File: config.mk
export PLATFORM = sky130hd
export DESIGN_NAME = encoder_poll_to_key_events
export DESIGN_NICKNAME = d
export VERILOG_FILES = /design/src/ep2ke_pkg.sv /design/src/ep2ke_ctrl.sv /design/src/ep2ke_dp.sv /design/src/encoder_poll_to_key_events.sv
export SDC_FILE = /design/constraint.sdc
export NUM_CORES = 1
export LEC_CHECK = 0
export BUFFER_PORTS_ARGS = -buffer_cell sky130_fd_sc_hd__buf_2
export CAP_MARGIN = 25
export CORE_AREA = 2 2 107 109
export DETAILED_ROUTE_END_ITERATION = 7
export DIE_AREA = 0 0 109 111
export PLACE_DENSITY = 0.69
export SETUP_SLACK_MARGIN = 0.1
export SYNTH_ARGS = -nofsm -noshare
export SYNTH_HDL_FRONTEND = slang
export SYNTH_SLANG_ARGS = --single-unit
File: constraint.sdc
create_clock -name clk_i -period 4.8 [get_ports clk_i]
set_input_delay 0.48 -clock clk_i [delete_from_list [all_inputs] [get_ports clk_i]]
set_output_delay 0.48 -clock clk_i [all_outputs]
set_load 0.05 [all_outputs]
File: src/ep2ke_pkg.sv
// ----------------------------------------------------------------------------
// ep2ke_pkg
// shared codes and controller/datapath signal groups for the encoder block
// ----------------------------------------------------------------------------
package ep2ke_pkg;

  // key actions
  localparam logic [1:0] ACT_DOWN = 2'd0;
  localparam logic [1:0] ACT_UP   = 2'd1;
  localparam logic [1:0] ACT_LONG = 2'd2;

  // key codes
  localparam logic [1:0] CODE_RIGHT = 2'd0;
  localparam logic [1:0] CODE_LEFT  = 2'd1;
  localparam logic [1:0] CODE_ENTER = 2'd2;

  // register indexes
  localparam logic CFG_ENABLE     = 1'b0;
  localparam logic CFG_LONG_PRESS = 1'b1;

  localparam logic [15:0] LONG_PRESS_RESET = 16'd1000;

  // controller to datapath
  typedef struct packed {
    logic accept;  // input item taken this cycle
    logic emit;    // load the next event into the output register
  } ep2ke_cmd_t;

  // datapath to controller
  typedef struct packed {
    logic rot_pend;  // rotation events still to send
    logic btn_pend;  // button event still to send
    logic out_free;  // output register can take an event
  } ep2ke_sts_t;

endpackage

File: src/ep2ke_ctrl.sv
// ----------------------------------------------------------------------------
// ep2ke_ctrl
// sequencer: takes one poll, then steps the datapath through its events
// ----------------------------------------------------------------------------
module ep2ke_ctrl
  import ep2ke_pkg::*;
(
  input  logic       clk_i,
  input  logic       rst_ni,
  input  logic       in_valid_i,
  output logic       in_ready_o,
  input  ep2ke_sts_t sts_i,
  output ep2ke_cmd_t cmd_o
);

  localparam logic ST_IDLE = 1'b0;
  localparam logic ST_BUSY = 1'b1;

  logic state_q, state_d;

  assign in_ready_o = (state_q == ST_IDLE);

  always_comb begin
    cmd_o.accept = in_valid_i && (state_q == ST_IDLE);
    cmd_o.emit   = (state_q == ST_BUSY) && sts_i.out_free &&
                   (sts_i.rot_pend || sts_i.btn_pend);
    state_d      = state_q;
    case (state_q)
      ST_IDLE: begin
        if (cmd_o.accept) begin
          state_d = ST_BUSY;
        end
      end
      ST_BUSY: begin
        if (!sts_i.rot_pend && !sts_i.btn_pend) begin
          state_d = ST_IDLE;
        end
      end
      default: state_d = ST_IDLE;
    endcase
  end

  always_ff @(posedge clk_i or negedge rst_ni) begin
    if (!rst_ni) begin
      state_q <= ST_IDLE;
    end else begin
      state_q <= state_d;
    end
  end

endmodule

File: src/ep2ke_dp.sv
// ----------------------------------------------------------------------------
// ep2ke_dp
// button state, event counters, config registers and output register
// ----------------------------------------------------------------------------
module ep2ke_dp
  import ep2ke_pkg::*;
#(
  parameter int MAX_DELTA  = 31,
  parameter int TIME_WIDTH = 32
) (
  input  logic              clk_i,
  input  logic              rst_ni,
  input  logic              cfg_we_i,
  input  logic              cfg_index_i,
  input  logic [15:0]       cfg_data_i,
  input  logic              read_error_i,
  input  logic signed [5:0] rotation_i,
  input  logic              button_level_i,
  input  logic [31:0]       now_ms_i,
  input  logic              out_ready_i,
  output logic              out_valid_o,
  output logic [1:0]        key_action_o,
  output logic [1:0]        key_code_o,
  output logic              last_event_o,
  input  ep2ke_cmd_t        cmd_i,
  output ep2ke_sts_t        sts_o
);

  localparam int SW = $clog2(MAX_DELTA + 1);
  localparam int CW = SW + 1;
  localparam logic signed [6:0] MAX_POS = 7'(MAX_DELTA);
  localparam logic signed [6:0] MAX_NEG = -7'(MAX_DELTA);

  logic                  enable_q;
  logic [15:0]           long_press_q;
  logic                  was_down_q;
  logic [TIME_WIDTH-1:0] press_time_q;
  logic                  lp_done_q;
  logic [CW-1:0]         rot_cnt_q;
  logic [1:0]            rot_code_q;
  logic                  btn_pend_q;
  logic [1:0]            btn_act_q;
  logic                  out_valid_q;
  logic [1:0]            act_q, act_d;
  logic [1:0]            code_q, code_d;
  logic                  last_q, last_d;

  logic signed [6:0]     rot_ext, rot_sat, rot_mag;
  logic [TIME_WIDTH-1:0] now_t, held;
  logic                  take, press, release_edge, hold, reach;

  // poll decode
  always_comb begin
    rot_ext = {rotation_i[5], rotation_i};
    if (rot_ext > MAX_POS) begin
      rot_sat = MAX_POS;
    end else if (rot_ext < MAX_NEG) begin
      rot_sat = MAX_NEG;
    end else begin
      rot_sat = rot_ext;
    end
    rot_mag      = rot_sat[6] ? -rot_sat : rot_sat;
    now_t        = TIME_WIDTH'(now_ms_i);
    held         = now_t - press_time_q;
    reach        = held >= TIME_WIDTH'(long_press_q);
    take         = cmd_i.accept && enable_q && !read_error_i;
    press        = button_level_i && !was_down_q;
    release_edge = !button_level_i && was_down_q;
    hold         = button_level_i && was_down_q && !lp_done_q;
  end

  // next event
  always_comb begin
    if (rot_cnt_q != '0) begin
      act_d  = rot_cnt_q[0] ? ACT_UP : ACT_DOWN;
      code_d = rot_code_q;
      last_d = (rot_cnt_q == CW'(1)) && !btn_pend_q;
    end else begin
      act_d  = btn_act_q;
      code_d = CODE_ENTER;
      last_d = 1'b1;
    end
  end

  assign sts_o.rot_pend = (rot_cnt_q != '0);
  assign sts_o.btn_pend = btn_pend_q;
  assign sts_o.out_free = !out_valid_q || out_ready_i;

  always_ff @(posedge clk_i or negedge rst_ni) begin
    if (!rst_ni) begin
      enable_q     <= 1'b1;
      long_press_q <= LONG_PRESS_RESET;
      was_down_q   <= 1'b0;
      press_time_q <= '0;
      lp_done_q    <= 1'b0;
      rot_cnt_q    <= '0;
      btn_pend_q   <= 1'b0;
      out_valid_q  <= 1'b0;
    end else begin
      if (cfg_we_i) begin
        case (cfg_index_i)
          CFG_ENABLE:     enable_q     <= cfg_data_i[0];
          CFG_LONG_PRESS: long_press_q <= cfg_data_i;
          default:        enable_q     <= enable_q;
        endcase
      end
      if (take) begin
        rot_cnt_q  <= {rot_mag[SW-1:0], 1'b0};
        btn_pend_q <= press || release_edge || (hold && reach);
        was_down_q <= button_level_i;
        if (press) begin
          press_time_q <= now_t;
          lp_done_q    <= 1'b0;
        end else if (release_edge) begin
          lp_done_q <= 1'b0;
        end else if (hold && reach) begin
          lp_done_q <= 1'b1;
        end
      end else if (cmd_i.emit) begin
        if (rot_cnt_q != '0) begin
          rot_cnt_q <= rot_cnt_q - CW'(1);
        end else begin
          btn_pend_q <= 1'b0;
        end
      end
      if (cmd_i.emit) begin
        out_valid_q <= 1'b1;
      end else if (out_ready_i) begin
        out_valid_q <= 1'b0;
      end
    end
  end

  // payload registers
  always_ff @(posedge clk_i) begin
    if (take) begin
      rot_code_q <= rot_sat[6] ? CODE_LEFT : CODE_RIGHT;
      btn_act_q  <= press ? ACT_DOWN : (release_edge ? ACT_UP : ACT_LONG);
    end
    if (cmd_i.emit) begin
      act_q  <= act_d;
      code_q <= code_d;
      last_q <= last_d;
    end
  end

  assign out_valid_o  = out_valid_q;
  assign key_action_o = act_q;
  assign key_code_o   = code_q;
  assign last_event_o = last_q;

endmodule

File: src/encoder_poll_to_key_events.sv
// ----------------------------------------------------------------------------
// encoder_poll_to_key_events
// turns rotary encoder polls with a push button into key down/up/long events
// ----------------------------------------------------------------------------
// One poll is taken when the block is idle. A poll that is accepted while the
// block is disabled, or that carries a read error, gives no event and leaves
// the button state alone. Otherwise the saturated rotation count gives one
// down/up pair per detent (right for positive, left for negative), followed by
// at most one enter event: down on a press, up on a release, or a single long
// press once the button has been held for long_press_ms. The last event of a
// poll carries last_event. A poll with n events (0 to 63) is taken, then its
// events pass one at a time through the single output register, which the
// consumer can stall, and then the sequencer returns to idle; input ready
// is high only in idle. Config writes take effect at the clock edge they are
// presented and are meant for idle periods.
// ----------------------------------------------------------------------------
module encoder_poll_to_key_events
  import ep2ke_pkg::*;
#(
  parameter int MAX_DELTA  = 31,  // rotation saturation limit, 1 to 31
  parameter int TIME_WIDTH = 32   // width of the press time and elapsed math
) (
  input  logic              clk_i,
  input  logic              rst_ni,
  // config write port
  input  logic              cfg_we_i,
  input  logic              cfg_index_i,
  input  logic [15:0]       cfg_data_i,
  // poll channel
  input  logic              in_valid_i,
  output logic              in_ready_o,
  input  logic              read_error_i,
  input  logic signed [5:0] rotation_i,
  input  logic              button_level_i,
  input  logic [31:0]       now_ms_i,
  // event channel
  output logic              out_valid_o,
  input  logic              out_ready_i,
  output logic [1:0]        key_action_o,
  output logic [1:0]        key_code_o,
  output logic              last_event_o
);

  ep2ke_cmd_t cmd;
  ep2ke_sts_t sts;

  // sequencer: idle/busy, issues accept and emit
  ep2ke_ctrl u_ctrl (
    .clk_i      (clk_i),
    .rst_ni     (rst_ni),
    .in_valid_i (in_valid_i),
    .in_ready_o (in_ready_o),
    .sts_i      (sts),
    .cmd_o      (cmd)
  );

  // datapath: button tracking, event counters, output register
  ep2ke_dp #(
    .MAX_DELTA  (MAX_DELTA),
    .TIME_WIDTH (TIME_WIDTH)
  ) u_dp (
    .clk_i          (clk_i),
    .rst_ni         (rst_ni),
    .cfg_we_i       (cfg_we_i),
    .cfg_index_i    (cfg_index_i),
    .cfg_data_i     (cfg_data_i),
    .read_error_i   (read_error_i),
    .rotation_i     (rotation_i),
    .button_level_i (button_level_i),
    .now_ms_i       (now_ms_i),
    .out_ready_i    (out_ready_i),
    .out_valid_o    (out_valid_o),
    .key_action_o   (key_action_o),
    .key_code_o     (key_code_o),
    .last_event_o   (last_event_o),
    .cmd_i          (cmd),
    .sts_o          (sts)
  );

endmodule

Word level (Yosys, flattened, before mapping)
Cells that the tools add are included.
{"block": "word_totals", "register_bits": 69, "word_cells": 79}
{"block": "op_classes", "add_sub_neg": 3, "order_cmp": 3, "eq_ne": 2, "muxes": 21, "n_bitwise": 2, "n_reduce_logical": 34}
{"operator": "32-bit by 16-bit >= comparator with 1-bit output", "n": 1}
{"operator": "32-bit subtractor", "n": 1}
{"operator": "6-bit two-way mux", "n": 3}
{"operator": "7-bit two-way mux", "n": 2}
{"operator": "1-bit logical AND", "n": 12}
{"operator": "1-bit two-way mux", "n": 12}
{"operator": "2-bit AND reduction", "n": 6}
{"operator": "1-bit zero test", "n": 7}
{"operator": "6-bit by 1-bit == test with 1-bit output (second input constant)", "n": 1}
{"operator": "6-bit greater-than comparator (second input constant)", "n": 1}
{"operator": "6-bit less-than comparator (second input constant)", "n": 1}
{"operator": "2-bit nonzero test", "n": 3}
{"operator": "6-bit nonzero test", "n": 1}
{"operator": "6-bit by 1-bit subtractor with 6-bit output (second input constant)", "n": 1}
{"operator": "5-bit two-way mux", "n": 1}
{"operator": "5-bit negator", "n": 1}
{"operator": "1-bit logical OR", "n": 4}
{"operator": "2-bit two-way mux", "n": 2}
{"operator": "3-bit nonzero test", "n": 1}
{"operator": "2-bit by 1-bit != test with 1-bit output (second input constant)", "n": 1}
{"operator": "1-bit NOT", "n": 2}
{"operator": "1-bit one-hot mux with 2 select lines", "n": 1}

Logic depth before layout (Yosys ltp)
Gate-level depths: netlist of the first run.
{"block": "logic_depth", "word_depth": 6, "depth_mapped": 18}

Cells and area by module
From an unflattened synthesis of the first run, not the netlist that was laid out.
{"block": "hier_totals", "hier_cells": 598, "area_unflattened_um2": 5351.4}
{"module": "ep2ke_dp", "instances": 1, "cells_per_inst": 591, "area_per_inst_um2": 5295.1, "seq_area_each_um2": 1725.4}
{"module": "ep2ke_ctrl", "instances": 1, "cells_per_inst": 7, "area_per_inst_um2": 56.3, "seq_area_each_um2": 25.0}

Least setup slack after synthesis of the first run
OpenSTA, ideal clock, no wires.
{"block": "synth_path", "kind": "input-to-reg", "start": "input port now_ms_i[0]", "end": "register u_dp.btn_pend_q", "arrival_time_ns": 3.691, "required_time_ns": 4.667, "setup_slack_ns": 0.976, "cell_stages": 17, "path_buffers": 0, "cell_sequence": "inv_1 -> ha_1 -> fa_1 -> nand2b_1 -> a21o_1 -> a211o_1 -> and3_1 -> xnor2_1 -> ha_1 -> a211oi_1 -> nor2_1 -> a31oi_1 -> o2111a_1 -> nand3_1 -> or4_1 -> nor4_2 -> a21oi_1"}
{"block": "synth_between", "elab_chain_len": 5}
{"item": "start, declared", "line": "encoder_poll_to_key_events.sv:35", "source": "input logic [31:0] now_ms_i,"}
{"item": "32-bit subtractor", "line": "ep2ke_dp.sv:64", "source": "held = now_t - press_time_q;"}
{"item": "32-bit by 16-bit >= comparator with 1-bit output", "line": "ep2ke_dp.sv:65", "source": "reach = held >= TIME_WIDTH'(long_press_q);"}
{"item": "1-bit logical AND", "line": "ep2ke_dp.sv:109", "source": "btn_pend_q <= press || release_edge || (hold && reach);"}
{"item": "1-bit logical OR", "line": "ep2ke_dp.sv:109"}
{"item": "1-bit two-way mux", "line": "ep2ke_dp.sv:107", "source": "if (take) begin"}
{"item": "end signal, assigned", "line": "ep2ke_dp.sv:109"}
{"item": "end, declared", "line": "ep2ke_dp.sv:41", "source": "logic btn_pend_q;"}
Every way passes these cells.
A chain may end at the register's enable or synchronous reset.

Worst setup path in the final report of the first run
{"block": "layout_path", "start": "register u_dp.press_time_q[0]", "end": "register u_dp.btn_pend_q"}
{"block": "layout_between", "elab_chain_len": 5}
{"item": "start, declared", "line": "ep2ke_dp.sv:37", "source": "logic [TIME_WIDTH-1:0] press_time_q;"}
{"item": "start signal, assigned", "line": "ep2ke_dp.sv:112", "source": "press_time_q <= now_t;"}
{"item": "32-bit subtractor", "line": "ep2ke_dp.sv:64"}
{"item": "32-bit by 16-bit >= comparator with 1-bit output", "line": "ep2ke_dp.sv:65"}
{"item": "1-bit logical AND", "line": "ep2ke_dp.sv:109"}
{"item": "1-bit logical OR", "line": "ep2ke_dp.sv:109"}
{"item": "1-bit two-way mux", "line": "ep2ke_dp.sv:107"}
Every way passes these cells.

==> results.txt, run 1 <==
clock slew at reported path FFs = 60 ps
CTS Sinks = 68
sequential fraction of the synthesis area = 32.7%
dominant cells by area after synthesis = dfrtp_1, ha_1, mux2_2
synthesized area per cell = 9.25 um^2
placed cell count = 772
placement row count = 39
critical path arrival = 4270 ps
Routed WL = 11.4 mm
Max Root-Sink Buffers = 2
Die Area = 0.0121 mm^2
Hold Path Class = primary input to asynchronous set/reset pin
Max-Slew Margin vs Limit = 49.3%
crit end category = flip-flop
GRT Total Usage = 20.1%
Synth top area share = 24.8%
EDFF count, synth = 8
htree depth = 3
cell-by-cell trace of the critical path = ha_1 > fa_1 > nand2b_1 > a21o_1 > nand2_1 > xor2_1 > ha_1 > a21o_1 > a211oi_1 > o21ai_0 > o221ai_1 > a21o_1 > nand3_1 > or4_1 > nor4_2 > a21oi_1
mapped cell area = 0.00536 mm^2
CTS root buffer = clkbuf_16
Die W = 109 um
net switching power = 888 uW
CORE AREA = 0.0111 mm^2
syn nets = 696
DR vias = 4374
final cell utilization of the core = 54.9%
static leakage = 0.00279 uW
most frequent CP cell = a21o_1
initial antenna violation count = 0
Yosys Warn Count = 0
Tmin final = 4050 ps
fin area = 0.00608 mm^2
Post-synth top flop = dfrtp_1
worst-margin pin slew = 759 ps
Setup Buffers After CTS = 0
vias in the first global route = 4303
internal reg-to-reg setup slack = 750 ps
Req. time, crit path = 5020 ps
cts repair resizes = 0
Reg power frac = 32.8%
fin nets = 757
Fillers = 1020
outcome = finished, final reports clean
CP startpoint = u_dp.press_time_q[0]
Diodes inserted = 0
startpoint types = flip-flop
slowest cell on the critical path = or4_1
fin cells = 788
largest net degree at the start of global routing = 61
global placement routability congestion = 0.924
Setup Viol. Count Final = 0
maximum clock frequency = 0.247 GHz
asr flop ratio synth = 88.2%
Yosys top cell by area = dfrtp_1
Reg-to-Reg Start = u_dp.press_time_q[0]
post-synth cell types = 63
num ports = 69
peak supply drop = 223 uV
depth of the most critical reg-to-reg path = 16
Routed wire per std cell = 14.4 um
internal power = 1470 uW
first-pass GRT wire length = 19.4 mm
TritonCTS clock tree = built
Detail Route Antenna Nets = 0
Hold Buf Count CTS = 0
IO Port Bufs = 68
RSZ-0062 raised after global routing = no
DRT iter0 DRCs = 230
number of remaining DRC errors = 0
gr ovfl total = 0
DR vias/cell = 5.55
Post-DP HPWL = 8.89 mm
flops & latches, synth = 68
reg2reg end = u_dp.btn_pend_q
Num CTS Buffers = 9
switching share of power = 37.6%
Syn-to-layout area delta = 13.5%
Slew Viols, Final = 0
starting density of the core = 48.3%
cells after synthesis = 579
Max-cap violations = 0
DRT Pass-1 Iters = 5
Final Skew = 7.48 ps
Die Y-Extent = 111 um
clk_lat worst skew = 340 ps
layout cell share with drive strength beyond 1 = 25.3%
crit path max fanout = 3
placed cell area = 0.00579 mm^2
fin crit share = 84.4%
PwrDens = 388 mW/mm^2
critical path class = flip-flop to flip-flop
Max stage delay on crit path = 520 ps
Sum Neg Setup Slack = 0 ps
power share of the combinational group = 40.7%
Clk pwr share = 26.5%
final hold violations = 0
[power groups by stage]
| stage | combinational, uW | sequential, uW | clock [uW] |
|---|---|---|---|
| floorplan | 700 | 818 | 0 |
| global placement | 933 | 776 | 0 |
| detailed placement | 952 | 783 | 0 |
| CTS | 965 | 773 | 647 |
| global route | 1090 | 789 | 669 |
| finish | 960 | 773 | 626 |
[state kept, by name, summed over array words and instances (netlist names), 2 cells and up]
signal	cells
u_dp.press_time_q	32
u_dp.long_press_q	16
u_dp.rot_cnt_q	6
u_dp.btn_act_q	2
u_dp.key_action_o	2
u_dp.key_code_o	2
[Yosys cell counts (all sizes together), types with 3 or more instances]
cell      n
a211o     3
a211oi    8
a21o     15
a21oi    44
a31oi    10
and3      6
buf      12
clkbuf    9
dfrtp    53
dfstp     7
edfxtp    8
ha       54
inv      63
mux2     49
nand2    42
nand2b    8
nand3    15
nand4     8
nor2     36
nor2b     6
nor3      8
nor4      5
o2111ai   4
o211ai    6
o21a      5
o21ai    32
o221ai    3
or2       4
xnor2    17
xor2     10
[how the worst max path moves through the flow]
stage | endpoint | slack [ps] | cells after the start
2_1_floorplan | u_dp.btn_pend_q | 980 | 17
3_3_place_gp | u_dp.btn_pend_q | 680 | 18
3_5_place_dp | u_dp.btn_pend_q | 550 | 17
4_1_cts | u_dp.btn_pend_q | 750 | 16
5_1_grt | u_dp.lp_done_q | 400 | 17
6_report | u_dp.btn_pend_q | 750 | 16
[kinds of logic after synthesis]
family / count (synthesis) / share of synthesized area [%]
compound gates: 147 / 19.1
xor+xnor: 27 / 4.42
fa+ha+maj: 55 / 13.0
buf+inv: 84 / 6.73
flops: 68 / 32.7
mux: 51 / 10.7
simple gates: 147 / 13.4
[cell type report]
class	count	area, um^2	area share (%)
timing repair buffer	71	363	5.97
multi-input combinational	427	3260	53.6
clock inverter	6	48.8	0.803
inverter	63	236	3.89
tap	143	179	2.94
clock buffer	10	239	3.93
sequential	68	1750	28.8
[placed cells by master, fill, tap and decap left out, types with 4 or more instances in the layout]
cell type   n
xnor2_1    17
nor2b_1     6
inv_1      63
nand3_1    14
mux2_2     48
dfstp_2     7
o21ai_1     4
a21oi_1    40
buf_2      68
and3_1      6
nand2b_1    8
nor2_1     36
edfxtp_1    8
o211ai_1    6
ha_1       54
clkbuf_16   9
nor4_1      4
a211oi_1    8
nand2_1    42
a31oi_1     9
o21ai_0    25
nor3_1      8
xor2_1     10
nand4_1     8
or2_2       4
a21o_1     14
dfrtp_1    53
o21a_1      5
[through the flow]
stage	hold slack [ps]	setup WS [ps]	total power (uW)
6_report	286	750	2360
5_1_grt	363	397	2550
3_5_place_dp	493	549	1730
2_1_floorplan	184	976	1520
3_3_place_gp	474	682	1710
4_1_cts	325	749	2380
[layer usage]
layer / part of all wire (%) / vias to the layer above / GRT usage (%) / wire length, um
met4: 1.5 / 0 / 5.81 / 174
met1: 46 / 2072 / 24.9 / 5180
li1: - / 2193 / - / -
met2: 48 / 98 / 34.0 / 5460
met3: 5.0 / 11 / 5.17 / 564
met5: 0 / - / 0 / 0
[critical path: cells and delay by family (launching register included)]
family / cells / cell delay, ps
fa+ha+maj: 3 / 880
simple gates: 5 / 1220
xor+xnor: 1 / 150
flops: 1 / 400
compound gates: 7 / 1270
Power figures use the tool's default switching activity.
==> run 2: changes to the inputs <==
- ABC_AREA: default -> 1
- CORE_AREA: 2 2 107 109 -> 2 2 113 115
- DIE_AREA: 0 0 109 111 -> 0 0 115 117
- clock period: 4.8 -> 3.75 ns (I/O delays scaled with it)
==> results.txt, run 2 <==
Req. time, crit path = 3970 ps (was 5020 ps)
RSZ-0062 raised after global routing = no (unchanged)
outcome = finished, final reports clean (unchanged)
TritonCTS clock tree = built (unchanged)
CORE AREA = 0.0123 mm^2 (was 0.0111 mm^2)
mapped cell area = 0.00598 mm^2 (was 0.00536 mm^2)
Max stage delay on crit path = 420 ps (was 520 ps)
peak supply drop = 374 uV (was 223 uV)
global placement routability congestion = 0.906 (was 0.924)
fin crit share = 82.4% (was 84.4%)
layout cell share with drive strength beyond 1 = 12.5% (was 25.3%)
number of remaining DRC errors = 0 (unchanged)
Final Skew = 6.50 ps (was 7.48 ps)
Routed WL = 13.7 mm (was 11.4 mm)
Yosys top cell by area = dfrtp_1 (unchanged)
IO Port Bufs = 68 (unchanged)
largest net degree at the start of global routing = 38 (was 61)
final hold violations = 0 (unchanged)
fin cells = 1169 (was 788)
Num CTS Buffers = 9 (unchanged)
PwrDens = 716 mW/mm^2 (was 388 mW/mm^2)
num ports = 69 (unchanged)
maximum clock frequency = 0.324 GHz (was 0.247 GHz)
cells after synthesis = 942 (was 579)
Hold Path Class = primary input to asynchronous set/reset pin (unchanged)
Post-DP HPWL = 11.3 mm (was 8.89 mm)
Setup Buffers After CTS = 0 (unchanged)
starting density of the core = 48.6% (was 48.3%)
worst-margin pin slew = 932 ps (was 759 ps)
Max Root-Sink Buffers = 2 (unchanged)
static leakage = 0.00412 uW (was 0.00279 uW)
critical path arrival = 3310 ps (was 4270 ps)
Detail Route Antenna Nets = 0 (unchanged)
clock slew at reported path FFs = 60 ps (about the same)
CTS Sinks = 68 (unchanged)
Biggest register = u_dp.press_time_q (unchanged)
crit end category = flip-flop (unchanged)
DR vias/cell = 4.77 (was 5.55)
synthesized area per cell = 6.35 um^2 (was 9.25 um^2)
vias in the first global route = 5223 (was 4303)
Hold Buf Count CTS = 0 (unchanged)
sequential fraction of the synthesis area = 29.3% (was 32.7%)
Yosys Warn Count = 0 (unchanged)
Synth top area share = 22.2% (was 24.8%)
post-synth cell types = 36 (was 63)
placed cell count = 1153 (was 772)
initial antenna violation count = 0 (unchanged)
depth of the most critical reg-to-reg path = 22 (was 16)
crit path max fanout = 3 (unchanged)
most common cell after layout, fill and taps aside = nand2_1 (was buf_2)
top post-synthesis cells by count = nand2_1, inv_1, nor2_1, a21oi_1, ha_1 (was inv_1, ha_1, dfrtp_1, mux2_2, nand2_1)
max reg flops = 32 (unchanged)
placed cell area = 0.00651 mm^2 (was 0.00579 mm^2)
GRT Total Usage = 21.9% (was 20.1%)
most frequent cell after synthesis = nand2_1 (was inv_1)
first-pass GRT wire length = 23.4 mm (was 19.4 mm)
critical path class = flip-flop to flip-flop (unchanged)
slowest cell on the critical path = fa_1 (was or4_1)
most frequent CP cell = nand2_1 (was a21o_1)
hold slack = 71.6 ps (was 286 ps)
Fillers = 1262 (was 1020)
Setup Viol. Count Final = 0 (unchanged)
placement row count = 41 (was 39)
Tmin final = 3090 ps (was 4050 ps)
most frequent cells in the layout = nand2_1, inv_1, nor2_1 (was buf_2, inv_1, ha_1)
Max-cap violations = 0 (unchanged)
Max-Slew Margin vs Limit = 37.7% (was 49.3%)
startpoint types = flip-flop (unchanged)
Die Y-Extent = 117 um (was 111 um)
final worst setup slack = 660 ps (was 750 ps)
Slew Viols, Final = 0 (unchanged)
Routed wire per std cell = 11.7 um (was 14.4 um)
Post-synth top flop = dfrtp_1 (unchanged)
DP Worst Slack = 502 ps (was 549 ps)
CTS root buffer = clkbuf_16 (unchanged)
Die W = 115 um (was 109 um)
Die Area = 0.0135 mm^2 (was 0.0121 mm^2)
flops & latches, synth = 68 (unchanged)
fin nets = 1131 (was 757)
fin area = 0.00682 mm^2 (was 0.00608 mm^2)
biggest regs = u_dp.press_time_q: 32 flops, u_dp.long_press_q: 16 flops, u_dp.rot_cnt_q: 6 flops (unchanged)
Sum Neg Setup Slack = 0 ps (unchanged)
cell-by-cell trace of the critical path = ha_1 > fa_1 > inv_1 > nand2_1 > nand3_1 > nand2_1 > nand2_1 > xor2_1 > ha_1 > inv_1 > o31a_1 > nand2_1 > nor2_1 > nand2_1 > nor2_1 > nand2_1 > nor2_1 > nand2_1 > nand2_1 > nand2_1 > nand2_1 > o21ai_0 (was ha_1 > fa_1 > nand2b_1 > a21o_1 > nand2_1 > xor2_1 > ha_1 > a21o_1 > a211oi_1 > o21ai_0 > o221ai_1 > a21o_1 > nand3_1 > or4_1 > nor4_2 > a21oi_1)
DRT Pass-1 Iters = 5 (unchanged)
dominant cells by area after synthesis = dfrtp_1, nand2_1, inv_1 (was dfrtp_1, ha_1, mux2_2)
EDFF count, synth = 8 (unchanged)
syn nets = 1059 (was 696)
gr ovfl total = 0 (unchanged)
Diodes inserted = 0 (unchanged)
clk_lat worst skew = 350 ps (was 340 ps)
asr flop ratio synth = 88.2% (unchanged)
DRT iter0 DRCs = 245 (was 230)
htree depth = 3 (unchanged)
Syn-to-layout area delta = 14.1% (was 13.5%)
cts repair resizes = 0 (unchanged)
DR vias = 5576 (was 4374)
## run 2: cell count changes in the layout (fill, tap and decap cells not counted), moves of 11 or more
cell | before | now
a21o_1 | 14 | 0
a21oi_1 | 40 | 71
inv_1 | 63 | 213
mux2_2 | 48 | 1
nand2_1 | 42 | 281
nand2_2 | 0 | 11
nand3_1 | 14 | 39
nor2_1 | 36 | 104
xnor2_1 | 17 | 2
## run 2: where the power goes
group	internal, uW	leakage (uW)	switching [uW]
Sequential	1010	0.000705	89.7
Combinational	1010	0.00326	1860
Clock	579	0.000157	332
Total	2600	0.00412	2280
## run 2: worst max-delay path, delay by kind of cell, from the launching register on
family	cells	cell delay [ps]
compound gates	2	200
xor+xnor	1	170
fa+ha+maj	3	880
buf+inv	2	200
flops	1	370
simple gates	14	1140
## run 2: per-stage QoR
step	total power, uW	util [%]
after floorplan	3310	-
after global placement	3940	52.7
after detailed placement	3980	52.9
after CTS	4910	55.4
after global routing	5410	55.4
final	4890	55.4
## run 2: final cells by class
cell class	instances	area, um^2	area share, %
clock buffer	9	225	3.30
clock inverter	7	91.3	1.34
inverter	217	815	11.9
multi-input combinational	646	3370	49.4
sequential	68	1750	25.7
tap	150	188	2.75
timing repair buffer	72	383	5.61
## run 2: path summary, 6_finish.rpt
path | startpoint | end | slack (ps)
max | u_dp.press_time_q[0] | u_dp.btn_pend_q | 660
min | rst_ni | u_dp.long_press_q[1] | 70
max reg2reg | u_dp.press_time_q[0] | u_dp.btn_pend_q | 660
min reg2reg | u_dp.press_time_q[0] | u_dp.press_time_q[0] | 490
max in group asynchronous | rst_ni | u_dp.long_press_q[8] | 2780
min in group clk_i | cfg_we_i | u_dp.enable_q | 210
## run 2: routing by layer
metal / part of all wire [%] / routed length [um] / GRT usage [%] / vias up
met2: 45 / 6240 / 36.5 / 114
met1: 48 / 6560 / 28.1 / 2433
li1: - / - / - / 3009
met3: 4.7 / 646 / 4.79 / 20
met5: 0 / 0 / 0 / -
met4: 2.1 / 284 / 7.79 / 0
## run 2: kinds of logic after synthesis
group	share of synthesized area (%)
simple gates	33.0
buf+inv	14.4
compound gates	8.87
flops	29.3
fa+ha+maj	11.6
xor+xnor	2.64
mux	0.188
